`src/sv/sadfr_pkg.sv`:
```
package sadfr_pkg;

    localparam int FRAME_BITS       = 16;
    localparam int BIT_CNT_W        = 5;
    localparam int SAMPLE_W         = 12;
    localparam int SAMPLE_LSB       = 3;
    localparam int COUNTER_BITS_DEF = 16;

    localparam int CFG_IDX_W  = 8;
    localparam int CFG_DATA_W = 16;

    localparam logic [CFG_IDX_W-1:0] REG_HALF_PERIOD = 8'd0;
    localparam logic [CFG_IDX_W-1:0] REG_CONV_WAIT   = 8'd1;

    localparam logic [CFG_DATA_W-1:0] HALF_PERIOD_RESET = 16'd16;
    localparam logic [CFG_DATA_W-1:0] CONV_WAIT_RESET   = 16'd320;

    localparam int S_TDATA_W = 8;
    localparam int M_TDATA_W = 24;

    typedef enum logic [2:0] {
        PH_IDLE  = 3'd0,
        PH_FLUSH = 3'd1,
        PH_WAIT  = 3'd2,
        PH_READ  = 3'd3
    } phase_t;

    // packed from the top down, so cs_n lands in bit 0
    typedef struct packed {
        logic [SAMPLE_W-1:0] sample;
        logic                sample_valid;
        logic                busy_res;
        logic                mosi;
        logic                sck;
        logic                cs_n;
    } result_t;

    localparam int RESULT_W = $bits(result_t);

endpackage

```
`src/sv/sadfr_cfg_regs.sv`:
```
module sadfr_cfg_regs #(
    parameter int COUNTER_BITS = sadfr_pkg::COUNTER_BITS_DEF
) (
    input  logic                                aclk,
    input  logic                                aresetn,
    input  logic                                cfg_valid,
    output logic                                cfg_ready,
    input  logic [sadfr_pkg::CFG_IDX_W-1:0]     cfg_index,
    input  logic [sadfr_pkg::CFG_DATA_W-1:0]    cfg_data,
    output logic [COUNTER_BITS:0]               half_lim,
    output logic [COUNTER_BITS:0]               wait_lim
);

    localparam int EW = (COUNTER_BITS + 1 > sadfr_pkg::CFG_DATA_W) ?
                        COUNTER_BITS + 1 : sadfr_pkg::CFG_DATA_W;

    // registers hold the effective limit: clipped to the counter span, zero acts as one
    function automatic logic [COUNTER_BITS:0] limit_of(
        input logic [sadfr_pkg::CFG_DATA_W-1:0] v
    );
        logic [EW-1:0] ext;
        logic [EW-1:0] span;
        ext  = EW'(v);
        span = EW'(1) << COUNTER_BITS;
        if (ext > span) ext = span;
        if (ext == '0) ext = EW'(1);
        return ext[COUNTER_BITS:0];
    endfunction

    logic [COUNTER_BITS:0] half_lim_reg;
    logic [COUNTER_BITS:0] wait_lim_reg;
    logic [COUNTER_BITS:0] data_lim;
    logic                  cfg_write;

    assign cfg_ready = 1'b1;
    assign cfg_write = cfg_valid && cfg_ready;
    assign data_lim  = limit_of(cfg_data);

    always_ff @(posedge aclk) begin
        if (!aresetn) begin
            half_lim_reg <= limit_of(sadfr_pkg::HALF_PERIOD_RESET);
            wait_lim_reg <= limit_of(sadfr_pkg::CONV_WAIT_RESET);
        end else if (cfg_write) begin
            if (cfg_index == sadfr_pkg::REG_HALF_PERIOD) half_lim_reg <= data_lim;
            if (cfg_index == sadfr_pkg::REG_CONV_WAIT)   wait_lim_reg <= data_lim;
        end
    end

    assign half_lim = half_lim_reg;
    assign wait_lim = wait_lim_reg;

endmodule

```
`src/sv/sadfr_engine.sv`:
```
module sadfr_engine #(
    parameter int COUNTER_BITS = sadfr_pkg::COUNTER_BITS_DEF
) (
    input  logic                     aclk,
    input  logic                     aresetn,
    input  logic                     advance,
    input  logic                     start_req,
    input  logic                     miso,
    input  logic [COUNTER_BITS:0]    half_lim,
    input  logic [COUNTER_BITS:0]    wait_lim,
    output sadfr_pkg::result_t       result
);

    sadfr_pkg::phase_t phase_reg, phase_next;
    logic [sadfr_pkg::BIT_CNT_W-1:0]  bit_count_reg, bit_count_next;
    logic [COUNTER_BITS-1:0]          tick_count_reg, tick_count_next;
    logic [sadfr_pkg::FRAME_BITS-1:0] shift_word_reg, shift_word_next;
    logic [sadfr_pkg::SAMPLE_W-1:0]   sample_hold_reg, sample_hold_next;
    logic                             sck_level_reg, sck_level_next;
    logic                             sample_valid;

    logic [COUNTER_BITS:0] tick_inc;
    logic                  half_hit;
    logic                  wait_hit;
    logic                  frame_done;

    assign tick_inc = {1'b0, tick_count_reg} + (COUNTER_BITS + 1)'(1);
    assign half_hit = !(tick_inc < half_lim);
    assign wait_hit = !(tick_inc < wait_lim);

    // next state
    always_comb begin
        phase_next       = phase_reg;
        bit_count_next   = bit_count_reg;
        tick_count_next  = tick_count_reg;
        shift_word_next  = shift_word_reg;
        sample_hold_next = sample_hold_reg;
        sck_level_next   = sck_level_reg;
        sample_valid     = 1'b0;
        frame_done       = 1'b0;

        case (phase_reg)
            sadfr_pkg::PH_FLUSH, sadfr_pkg::PH_READ: begin
                if (!half_hit) begin
                    tick_count_next = tick_inc[COUNTER_BITS-1:0];
                end else begin
                    tick_count_next = '0;
                    if (!sck_level_reg) begin
                        // rising SCK edge: sample MISO
                        sck_level_next  = 1'b1;
                        shift_word_next = {shift_word_reg[sadfr_pkg::FRAME_BITS-2:0], miso};
                    end else begin
                        sck_level_next = 1'b0;
                        bit_count_next = bit_count_reg + sadfr_pkg::BIT_CNT_W'(1);
                        frame_done     = bit_count_next >=
                                         sadfr_pkg::BIT_CNT_W'(sadfr_pkg::FRAME_BITS);
                    end
                end
                if (frame_done) begin
                    tick_count_next = '0;
                    if (phase_reg == sadfr_pkg::PH_FLUSH) begin
                        phase_next = sadfr_pkg::PH_WAIT;
                    end else begin
                        phase_next       = sadfr_pkg::PH_IDLE;
                        bit_count_next   = '0;
                        sample_valid     = 1'b1;
                        sample_hold_next = shift_word_next[sadfr_pkg::SAMPLE_LSB +:
                                                           sadfr_pkg::SAMPLE_W];
                    end
                end
            end
            sadfr_pkg::PH_WAIT: begin
                if (!wait_hit) begin
                    tick_count_next = tick_inc[COUNTER_BITS-1:0];
                end else begin
                    phase_next      = sadfr_pkg::PH_READ;
                    tick_count_next = '0;
                    bit_count_next  = '0;
                    sck_level_next  = 1'b0;
                    shift_word_next = '0;
                end
            end
            default: begin
                phase_next     = sadfr_pkg::PH_IDLE;
                sck_level_next = 1'b0;
                if (start_req) begin
                    phase_next      = sadfr_pkg::PH_FLUSH;
                    tick_count_next = '0;
                    bit_count_next  = '0;
                    shift_word_next = '0;
                end
            end
        endcase
    end

    // outputs show the state after this tick
    always_comb begin
        result.cs_n         = !(phase_next == sadfr_pkg::PH_FLUSH ||
                                phase_next == sadfr_pkg::PH_READ);
        result.sck          = sck_level_next;
        result.mosi         = 1'b0;
        result.busy_res     = phase_next != sadfr_pkg::PH_IDLE;
        result.sample_valid = sample_valid;
        result.sample       = sample_hold_next;
    end

    always_ff @(posedge aclk) begin
        if (!aresetn) begin
            phase_reg       <= sadfr_pkg::PH_IDLE;
            bit_count_reg   <= '0;
            tick_count_reg  <= '0;
            shift_word_reg  <= '0;
            sample_hold_reg <= '0;
            sck_level_reg   <= 1'b0;
        end else if (advance) begin
            phase_reg       <= phase_next;
            bit_count_reg   <= bit_count_next;
            tick_count_reg  <= tick_count_next;
            shift_word_reg  <= shift_word_next;
            sample_hold_reg <= sample_hold_next;
            sck_level_reg   <= sck_level_next;
        end
    end

endmodule

```
`src/sv/spi_adc_double_frame_reader.sv`:
```
// SPI mode 0 master for a 12-bit serial converter. Every input word is one
// tick (start_req, miso); every accepted word yields exactly one output word
// with the pin levels and state after that tick. A start while idle clocks a
// flush frame, holds chip select high for the conversion wait, then clocks the
// read frame; bits 14..3 of it become the sample, flagged by sample_valid for
// one word. One word is taken per clock while the output register can take it:
// the tick is worked out in a single pass from the state registers and lands in
// the output register, and a new word is taken whenever that register is empty
// or being drained. Configuration writes take effect at once.
module spi_adc_double_frame_reader #(
    parameter int COUNTER_BITS = sadfr_pkg::COUNTER_BITS_DEF
) (
    input  logic                                aclk,
    input  logic                                aresetn,

    input  logic                                s_tvalid,
    output logic                                s_tready,
    input  logic [sadfr_pkg::S_TDATA_W-1:0]     s_tdata,  // start_req, miso, zero pad

    output logic                                m_tvalid,
    input  logic                                m_tready,
    // cs_n, sck, mosi, busy_res, sample_valid, sample[11:0], zero pad
    output logic [sadfr_pkg::M_TDATA_W-1:0]     m_tdata,

    input  logic                                cfg_valid,
    output logic                                cfg_ready,
    input  logic [sadfr_pkg::CFG_IDX_W-1:0]     cfg_index,
    input  logic [sadfr_pkg::CFG_DATA_W-1:0]    cfg_data
);

    logic [COUNTER_BITS:0] half_lim;
    logic [COUNTER_BITS:0] wait_lim;
    sadfr_pkg::result_t    result;
    sadfr_pkg::result_t    m_res_reg;
    logic                  m_tvalid_reg;
    logic                  s_accept;

    assign s_tready = !m_tvalid_reg || m_tready;
    assign s_accept = s_tvalid && s_tready;

    sadfr_cfg_regs #(
        .COUNTER_BITS (COUNTER_BITS)
    ) u_cfg (
        .aclk      (aclk),
        .aresetn   (aresetn),
        .cfg_valid (cfg_valid),
        .cfg_ready (cfg_ready),
        .cfg_index (cfg_index),
        .cfg_data  (cfg_data),
        .half_lim  (half_lim),
        .wait_lim  (wait_lim)
    );

    sadfr_engine #(
        .COUNTER_BITS (COUNTER_BITS)
    ) u_engine (
        .aclk      (aclk),
        .aresetn   (aresetn),
        .advance   (s_accept),
        .start_req (s_tdata[0]),
        .miso      (s_tdata[1]),
        .half_lim  (half_lim),
        .wait_lim  (wait_lim),
        .result    (result)
    );

    always_ff @(posedge aclk) begin
        if (!aresetn) begin
            m_tvalid_reg <= 1'b0;
        end else if (s_accept) begin
            m_tvalid_reg <= 1'b1;
        end else if (m_tready) begin
            m_tvalid_reg <= 1'b0;
        end
    end

    always_ff @(posedge aclk) begin
        if (s_accept) begin
            m_res_reg <= result;
        end
    end

    assign m_tvalid = m_tvalid_reg;
    assign m_tdata  = {(sadfr_pkg::M_TDATA_W - sadfr_pkg::RESULT_W)'(0), m_res_reg};

    a_word_out: assert property (@(posedge aclk) disable iff (!aresetn)
        s_accept |=> m_tvalid)
        else $error("accepted word gave no output word");

    a_mosi_low: assert property (@(posedge aclk) disable iff (!aresetn)
        m_tvalid |-> !m_res_reg.mosi)
        else $error("mosi driven high");

    a_valid_ends: assert property (@(posedge aclk) disable iff (!aresetn)
        (m_tvalid && m_res_reg.sample_valid) |->
            (!m_res_reg.busy_res && m_res_reg.cs_n && !m_res_reg.sck))
        else $error("sample flagged while sequence still running");

    a_idle_pins: assert property (@(posedge aclk) disable iff (!aresetn)
        (m_tvalid && !m_res_reg.busy_res) |-> (m_res_reg.cs_n && !m_res_reg.sck))
        else $error("bus active while idle");

endmodule
```
`config.mk`:
```
export PLATFORM = sky130hd
export DESIGN_NAME = spi_adc_double_frame_reader
export DESIGN_NICKNAME = d
export VERILOG_FILES = /design/src/sv/sadfr_pkg.sv /design/src/sv/sadfr_cfg_regs.sv /design/src/sv/sadfr_engine.sv /design/src/sv/spi_adc_double_frame_reader.sv
export SDC_FILE = /design/constraint.sdc
export NUM_CORES = 1
export LEC_CHECK = 0
export BUFFER_PORTS_ARGS = -buffer_cell sky130_fd_sc_hd__buf_2
export CAP_MARGIN = 40
export CORE_MARGIN = 2
export CORE_UTILIZATION = 58
export DETAILED_ROUTE_END_ITERATION = 6
export PLACE_DENSITY = 0.8
export SLEW_MARGIN = 20
export SYNTH_ARGS = -nofsm -noshare
export SYNTH_HDL_FRONTEND = slang
export SYNTH_SLANG_ARGS = --single-unit
```
`constraint.sdc`:
```
create_clock -name aclk -period 5.05 [get_ports aclk]
set_input_delay 0.2525 -clock aclk [delete_from_list [all_inputs] [get_ports aclk]]
set_output_delay 0.2525 -clock aclk [all_outputs]
set_load 0.005 [all_outputs]
```
; Word-level counts from Yosys, hierarchy flattened
; Cells that the tools add are included.
[classes]
eq_ne = 9
mux = 36
reduce_logical = 17
order_cmp = 4
n_addsub = 2
[op_table]
columns = op, count
row1 = $mux W16, 4
row2 = $mux W15, 3
row3 = $mux W12, 3
row4 = $lt A17 B17 Y1, 2
row5 = $mux W17, 2
row6 = $pmux W16 S2, 1
row7 = $mux W5, 6
row8 = $pmux W15 S2, 1
row9 = $add A16 B1 Y17 const B, 1
row10 = $gt A16 B17 Y1 const B, 1
row11 = $logic_not A17 Y1, 1
row12 = $mux W1, 10
row13 = $pmux W5 S2, 1
row14 = $eq A3 B2 Y1 const B, 3
row15 = $eq A8 B1 Y1 const B, 1
row16 = $logic_not A8 Y1, 1
row17 = $reduce_and A2 Y1, 4
row18 = $eq A3 B1 Y1 const B, 2
row19 = $mux W3, 2
row20 = $ne A2 B2 Y1 const B, 3
row21 = $pmux W3 S2, 1
row22 = $reduce_bool A3 Y1, 2
row23 = $add A5 B1 Y5 const B, 1
row24 = $ge A5 B5 Y1 const B, 1
row25 = other kinds (9), 11
[word_totals]
output_inout_bits = 27
reg_bits = 103
inputBits = 37

; Depth between registers and ports, before layout
; Gate-level depths: netlist of the first run.
[logic_depth]
word_depth = 10
ltp_mapped = 16
ltp_nobuf = 14

; Cells and area by module
; From an unflattened synthesis of the first run, not the netlist that was laid out.
[unflattened]
cells_unflattened = 586
area_unflattened_um2 = 5461.5
[modules_own_cells]
columns = mod, instances, cells_per_inst, area_per_inst_um2, seq_area_each_um2
row1 = sadfr_engine, 1, 414, 3490.8, 1041.0
row2 = sadfr_cfg_regs, 1, 142, 1346.3, 640.6
row3 = spi_adc_double_frame_reader, 1, 30, 624.3, 530.5

; Worst setup path before layout of the first run
; No wires, ideal clock.
[synth_path]
path_kind = reg2reg
startpoint = register u_engine.tick_count_reg[0]
endpoint = register m_res_reg, in the netlist m_tdata[10] (data pin)
t_required_ps = 4790
n_path_buf = 2
stages_incl_launch_ff = 15
setup_slack_ps = 1286
t_arrival_ps = 3504
period_less_slack_ps = 3764
setup_ps = 260
cell_sequence = dfxtp_1 -> ha_1 -> nand3_2 -> or2_2 -> clkbuf_1 -> nor2_1 -> xor2_1 -> ha_1 -> a211oi_1 -> o21bai_1 -> a2111oi_4 -> a211oi_4 -> o2111ai_2 -> buf_2 -> mux2_2
[synth_rtl]
columns = element, line_no
row1 = start: declaration, sadfr_engine.sv:16  ; logic [COUNTER_BITS-1:0] tick_count_reg, tick_count_next;
row2 = start signal: assignment, sadfr_engine.sv:118  ; tick_count_reg <= tick_count_next;
row3 = end signal: assignment, spi_adc_double_frame_reader.sv:79  ; m_res_reg <= result;
row4 = end: declaration, spi_adc_double_frame_reader.sv:34  ; sadfr_pkg::result_t m_res_reg;

; Final worst setup path of the first run
[layout_path]
startpoint = register u_engine.tick_count_reg[0]
endpoint = register u_engine.sample_hold_reg[1] in the netlist's numbering
[layout_via]
elab_chain_len = 6
elab_cells_between_ends = 8
cone_classes = 1 x add/sub / 1 x order compare / 6 x mux
[layout_lines]
columns = element, line_no
row1 = $add A16 B1 Y17 (*), sadfr_engine.sv:27  ; assign tick_inc = {1'b0, tick_count_reg} + (COUNTER_BITS + 1)'(1);
row2 = $lt A17 B17 Y1 (*), sadfr_engine.sv:28  ; assign half_hit = !(tick_inc < half_lim);
row3 = $mux W15 or $mux W1 (tied branches), sadfr_engine.sv:44  ; if (!half_hit) begin
row4 = $mux W12 or $mux W1 (tied branches), "sadfr_engine.sv:61, sadfr_engine.sv:42"
row5 = $mux W12 (*), sadfr_engine.sv:59  ; if (frame_done) begin
row6 = $mux W12 (*), sadfr_engine.sv:42  ; case (phase_reg)
row7 = end signal: assignment, sadfr_engine.sv:120  ; sample_hold_reg <= sample_hold_next;
row8 = end: declaration, sadfr_engine.sv:18  ; logic [sadfr_pkg::SAMPLE_W-1:0] sample_hold_reg, sample_hold_next;
; Every way passes the cells marked *; elsewhere a longest branch is shown, timed or not. The select of a mux whose other input is x is not followed.
; A chain may end at the register's enable or synchronous reset.

==> run metrics, run 1 <==
share of cells above drive strength 1=0.174; WL per Instance=15.2 um; Final Non-Filler Cells=687; PwrDens=256 nW/um^2; first-pass GRT wire length=17.8 mm; worst-case clock buffer depth=2; Ys Warns=0; post-synthesis cell area=5050 um^2; fin nets=643; Worst Hold Depth=3; FF-to-FF Start=u_engine.tick_count_reg[0]$_SDFFE_PN0P_; Final Cycle Share=0.858; Worst R2R Setup Slack=0.72 ns; worst relative slew slack=0.530; outcome=complete, no violations; commonest non-fill, non-tap cells in the layout=dfxtp_1, nor2_1, nand2_1; main area contributors after synthesis=dfxtp_1, edfxtp_1, mux2i_1, ha_1, nor2_1; dpl cells=670; FFs w/ async S/R, synth=0; DIE HEIGHT=97.3 um; row count=34; worst endpoint required time=5.36 ns; EDFF count, synth=16; Worst Hold End=m_tvalid$_SDFFE_PN0P_; most common cell after layout, fill and taps aside=dfxtp_1; routability cong.=0.916; # setup viols final=0; TritonRoute pass-1 iters=5; Post-CTS Resized=0; post-synth top area cell=dfxtp_1; Vias/cell=5.76; cts bufs inserted=9; Post-route DRC=0; CP max stage delay=0.47 ns; worst slew pin tran=0.705 ns; Primary FF master, synth=dfxtp_1; TritonCTS clock tree=yes; Post-Synthesis Cells=529; Reg2Reg Depth=14; clk_lat worst skew=0.38 ns; total clock sinks=101; final setup skew=0.0215 ns; # Post-CTS Setup Buffers=0; DIE WIDTH=97.3 um; H-tree lvl count=3; vias in the first global route=3831; core area=8590 um^2; clk slew on worst S/H paths=0.12 ns; crit path cell chain=ha_1 -> nand3_2 -> or2_2 -> nor2_1 -> xor2_1 -> ha_1 -> a211oi_1 -> o21bai_1 -> a2111oi_4 -> a211oi_4 -> o2111ai_2 -> buf_4 -> nand2b_4 -> mux2i_1; IR drop worst, VDD=0.150 mV; CP Max Fanout=12; Period minus WS final=4.33 ns; max-slew violation count=0; Hold Vio Cnt, Final=0; root buffer cell=clkbuf_8; via count=3958; initial DRC count=184; post-synth top area share=0.337; # hold bufs at CTS=0; Inserted Diodes=0; sequential share of the synthesized area=0.432; Routed WL=10.5 mm; area of the die=9460 um^2; initial antenna violation count=0; Worst EP arrival=4.64 ns; Layout area overhead=10.3%; Setup crit end kind=register; Power, Total=1420 uW; FF+latch count, synth=101; Avg Synthesized Cell Area=9.54 um^2; WS Path Type=register to register; RSZ-0062 raised after global routing=false; Initial Util=0.587; PortBufs=48; f_max=231 MHz; Post-DP HPWL=7.61 mm; pin count of the biggest net entering global routing=37; Total Routing Usage GR=0.227; Top cell by count, worst path=ha_1; maximum capacitance violations=0; Post-DRT Antenna Nets=0; crit path max-delay cell type=o2111ai_2; RR Endpoint=u_engine.sample_hold_reg[1]$_SDFFE_PN0P_; Synth cell types=58; startpoint types=register; hold_sp=s_tvalid; Hold Path Class=input pin to register; setup TNS=0 ns; gr ovfl total=0; io pins=64; leakage power=0.00236 uW
[worst max-delay path, delay by kind of cell (launching register included)]
kind	cells	cell delay (ns)
muxes	1	0.26
AOI/OAI and AO/OA	5	1.42
adders and majority gates	2	0.60
xor gates and xnor gates	1	0.27
buffers and inverters	1	0.27
and+or+nand+nor	4	1.01
DFF	1	0.44
[worst max path at each step]
| stage | from | to | slack [ns] | cells after the start |
|---|---|---|---|---|
| 2_1_floorplan | u_engine.tick_count_reg[0]$_SDFFE_PN0P_ | m_tdata[10]$_DFFE_PP_ | 1.29 | 14 |
| 3_3_place_gp | u_engine.tick_count_reg[0]$_SDFFE_PN0P_ | m_tdata[7]$_DFFE_PP_ | 0.95 | 13 |
| 3_5_place_dp | u_engine.tick_count_reg[0]$_SDFFE_PN0P_ | m_tdata[8]$_DFFE_PP_ | 0.79 | 13 |
| 4_1_cts | u_engine.tick_count_reg[0]$_SDFFE_PN0P_ | u_engine.sample_hold_reg[1]$_SDFFE_PN0P_ | 0.73 | 14 |
| 5_1_grt | u_engine.tick_count_reg[0]$_SDFFE_PN0P_ | u_engine.sample_hold_reg[1]$_SDFFE_PN0P_ | 0.47 | 14 |
| 6_report | u_engine.tick_count_reg[0]$_SDFFE_PN0P_ | u_engine.sample_hold_reg[1]$_SDFFE_PN0P_ | 0.72 | 14 |
[synth_stat cells, types with 2 or more instances]
cell type,count
or2_2,2
nand2b_1,2
a41oi_1,2
a221o_1,4
buf_2,6
nand3_1,10
o22ai_1,15
xor2_1,6
mux2i_1,42
buf_4,11
inv_1,46
a22o_1,11
clkbuf_1,10
edfxtp_1,16
or4_1,3
a211oi_1,4
nor3_1,8
nand4_1,8
dfxtp_1,85
nor2_1,51
a21oi_1,21
o31ai_1,3
ha_1,32
nor4b_1,2
nor2b_1,4
o211ai_1,4
xnor2_1,9
nand2_1,50
conb_1,2
or3_1,5
o21ai_0,12
nor4_1,5
mux2_2,13
[metal layers]
layer | share of wire | global-route usage | wire [um] | vias up
met4 | 0.015 | 0.0791 | 161 | 0
li1 | - | - | - | 1945
met5 | 0 | 0 | 0 | -
met2 | 0.51 | 0.392 | 5300 | 105
met1 | 0.44 | 0.291 | 4590 | 1891
met3 | 0.038 | 0.0360 | 397 | 17
[layout make-up]
cell class | count | area [um^2]
fill | 695 | 3030
multi-input combinational | 360 | 2550
tap | 108 | 135
sequential | 101 | 2180
inverter | 46 | 173
clock buffer | 9 | 124
clock inverter | 7 | 81.3
timing repair buffer | 56 | 319
[kinds of logic after synthesis]
logic type / count (synthesis) / share of synthesized area
xor+xnor: 15 / 0.0260
compound gates: 91 / 0.133
other cells: 2 / 0.00149
mux: 55 / 0.112
buf+inv: 75 / 0.0669
simple gates: 158 / 0.149
flops: 101 / 0.432
fa+ha+maj: 32 / 0.0793
[power breakdown]
group	switching, uW	internal, uW
registers	3.26	824
clock network	324	199
logic	48.4	25.7
total	376	1050
[metrics by stage]
step	util	hold WS (ns)	area, um^2	setup slack, ns
2_1_floorplan	-	0.378	5070	1.29
3_3_place_gp	0.618	0.442	5310	0.953
3_5_place_dp	0.622	0.450	5350	0.794
4_1_cts	0.646	0.105	5550	0.728
5_1_grt	0.648	0.133	5570	0.470
6_report	0.648	0.110	5570	0.718
(Power assumes the default switching activity.)
==> run 2, diff against run 1 <==
- SLEW_MARGIN: 20 -> 30
- clock period: 5.05 -> 4.6 ns (I/O delays scaled with it)
==> run metrics, run 2 (synthesized netlist as in run 1, its figures left out) <==
# Post-CTS Setup Buffers=0; WL per Instance=14.7 um; commonest non-fill, non-tap cells in the layout=dfxtp_1, nor2_1, nand2_1; TritonRoute pass-1 iters=5; Final Non-Filler Cells=684; Worst R2R Setup Slack=0.56 ns; H-tree lvl count=3; Vias/cell=5.70; Hold Vio Cnt, Final=0; worst slew pin tran=0.641 ns; # hold bufs at CTS=0; Post-DRT Antenna Nets=0; pin count of the biggest net entering global routing=37; Hold Path Class=input pin to register; worst-case clock buffer depth=2; cts bufs inserted=9; final setup skew=0.0126 ns; Final Cycle Share=0.878; most common cell after layout, fill and taps aside=dfxtp_1; vias in the first global route=3759; Routed WL=10.1 mm; area of the die=9460 um^2; max-slew violation count=0; clk_lat worst skew=0.38 ns; Initial Util=0.587; total clock sinks=101; crit path cell chain=ha_1 -> nand3_2 -> or2_2 -> nor2_1 -> xor2_1 -> ha_1 -> a21oi_1 -> o211ai_1 -> nor4_1 -> o211ai_2 -> o31a_2 -> nor2_4 -> mux2_2; Post-CTS Resized=0; first-pass GRT wire length=17.2 mm; clk slew on worst S/H paths=0.11 ns; DIE WIDTH=97.3 um; TritonCTS clock tree=yes; root buffer cell=clkbuf_8; Setup crit end kind=register; DIE HEIGHT=97.3 um; Top cell by count, worst path=ha_1; WS Path Type=register to register; # setup viols final=0; f_max=248 MHz; RSZ-0062 raised after global routing=false; setup TNS=0 ns; worst endpoint required time=4.92 ns; initial DRC count=184; core area=8590 um^2; Power, Total=1550 uW; Total Routing Usage GR=0.221; gr ovfl total=0; via count=3896; outcome=complete, no violations; CP Max Fanout=16; PwrDens=279 nW/um^2; routability cong.=0.949; startpoint types=register; Post-DP HPWL=7.40 mm; crit path max-delay cell type=nor4_1; row count=34; Inserted Diodes=0; leakage power=0.00233 uW; Worst EP arrival=4.36 ns; Layout area overhead=9.77%; maximum capacitance violations=0; dpl cells=667; worst relative slew slack=0.568; share of cells above drive strength 1=0.174; CP max stage delay=0.57 ns; Period minus WS final=4.04 ns; PortBufs=48; io pins=64; initial antenna violation count=0; IR drop worst, VDD=0.142 mV; fin nets=640; Post-route DRC=0
==> run 2: power by group <==
group          switching [uW]  leakage, uW  internal (uW)
logic                    52.2      0.00139           27.0
registers                3.56     0.000843            905
clock network             345    0.0000975            213
total                     400      0.00233           1150
==> run 2: critical path, delay by kind of cell, from the launching register on <==
| kind | cells | cell delay, ns |
|---|---|---|
| multiplexers | 1 | 0.23 |
| flip-flops | 1 | 0.43 |
| AND/OR/NAND/NOR | 5 | 1.65 |
| AO/OA/AOI/OAI | 4 | 0.80 |
| adder cells (fa/ha/maj) | 2 | 0.59 |
| XOR/XNOR | 1 | 0.30 |
==> run 2: final timing paths <==
| path | start | cells after the start | end |
|---|---|---|---|
| worst max register to register | u_engine.tick_count_reg[0]$_SDFFE_PN0P_ | 13 | u_engine.tick_count_reg[0]$_SDFFE_PN0P_ |
| worst min-delay path | s_tvalid | 3 | m_tvalid$_SDFFE_PN0P_ |
| worst min register to register | u_engine.sample_hold_reg[9]$_SDFFE_PN0P_ | 2 | u_engine.sample_hold_reg[9]$_SDFFE_PN0P_ |
| worst max-delay path | u_engine.tick_count_reg[0]$_SDFFE_PN0P_ | 13 | u_engine.tick_count_reg[0]$_SDFFE_PN0P_ |
==> run 2: per-stage QoR <==
| step | worst slack [ns] | instance area [um^2] | utilization | hold slack (ns) |
|---|---|---|---|---|
| global placement | 0.469 | 5310 | 0.618 | 0.443 |
| global route | 0.158 | 5540 | 0.645 | 0.104 |
| detailed placement | 0.578 | 5330 | 0.620 | 0.453 |
| CTS | 0.554 | 5530 | 0.643 | 0.0966 |
| finish | 0.561 | 5540 | 0.645 | 0.0937 |
| floorplan | 0.836 | 5070 | - | 0.355 |
==> run 2: cell type report <==
| cell class | count | area (um^2) |
|---|---|---|
| Clock buffer | 9 | 124 |
| Clock inverter | 7 | 77.6 |
| Fill cell | 702 | 3050 |
| Inverter | 46 | 173 |
| Multi-Input combinational cell | 360 | 2570 |
| Sequential cell | 101 | 2180 |
| Tap cell | 108 | 135 |
| Timing Repair Buffer | 53 | 282 |
==> run 2: layer usage <==
metal  share of wire  global-route usage  routed length, um
met4           0.018              0.0780                185
met2            0.51               0.389               5100
met1            0.44               0.275               4410
met5               0                   0                  0
met3           0.039              0.0360                389
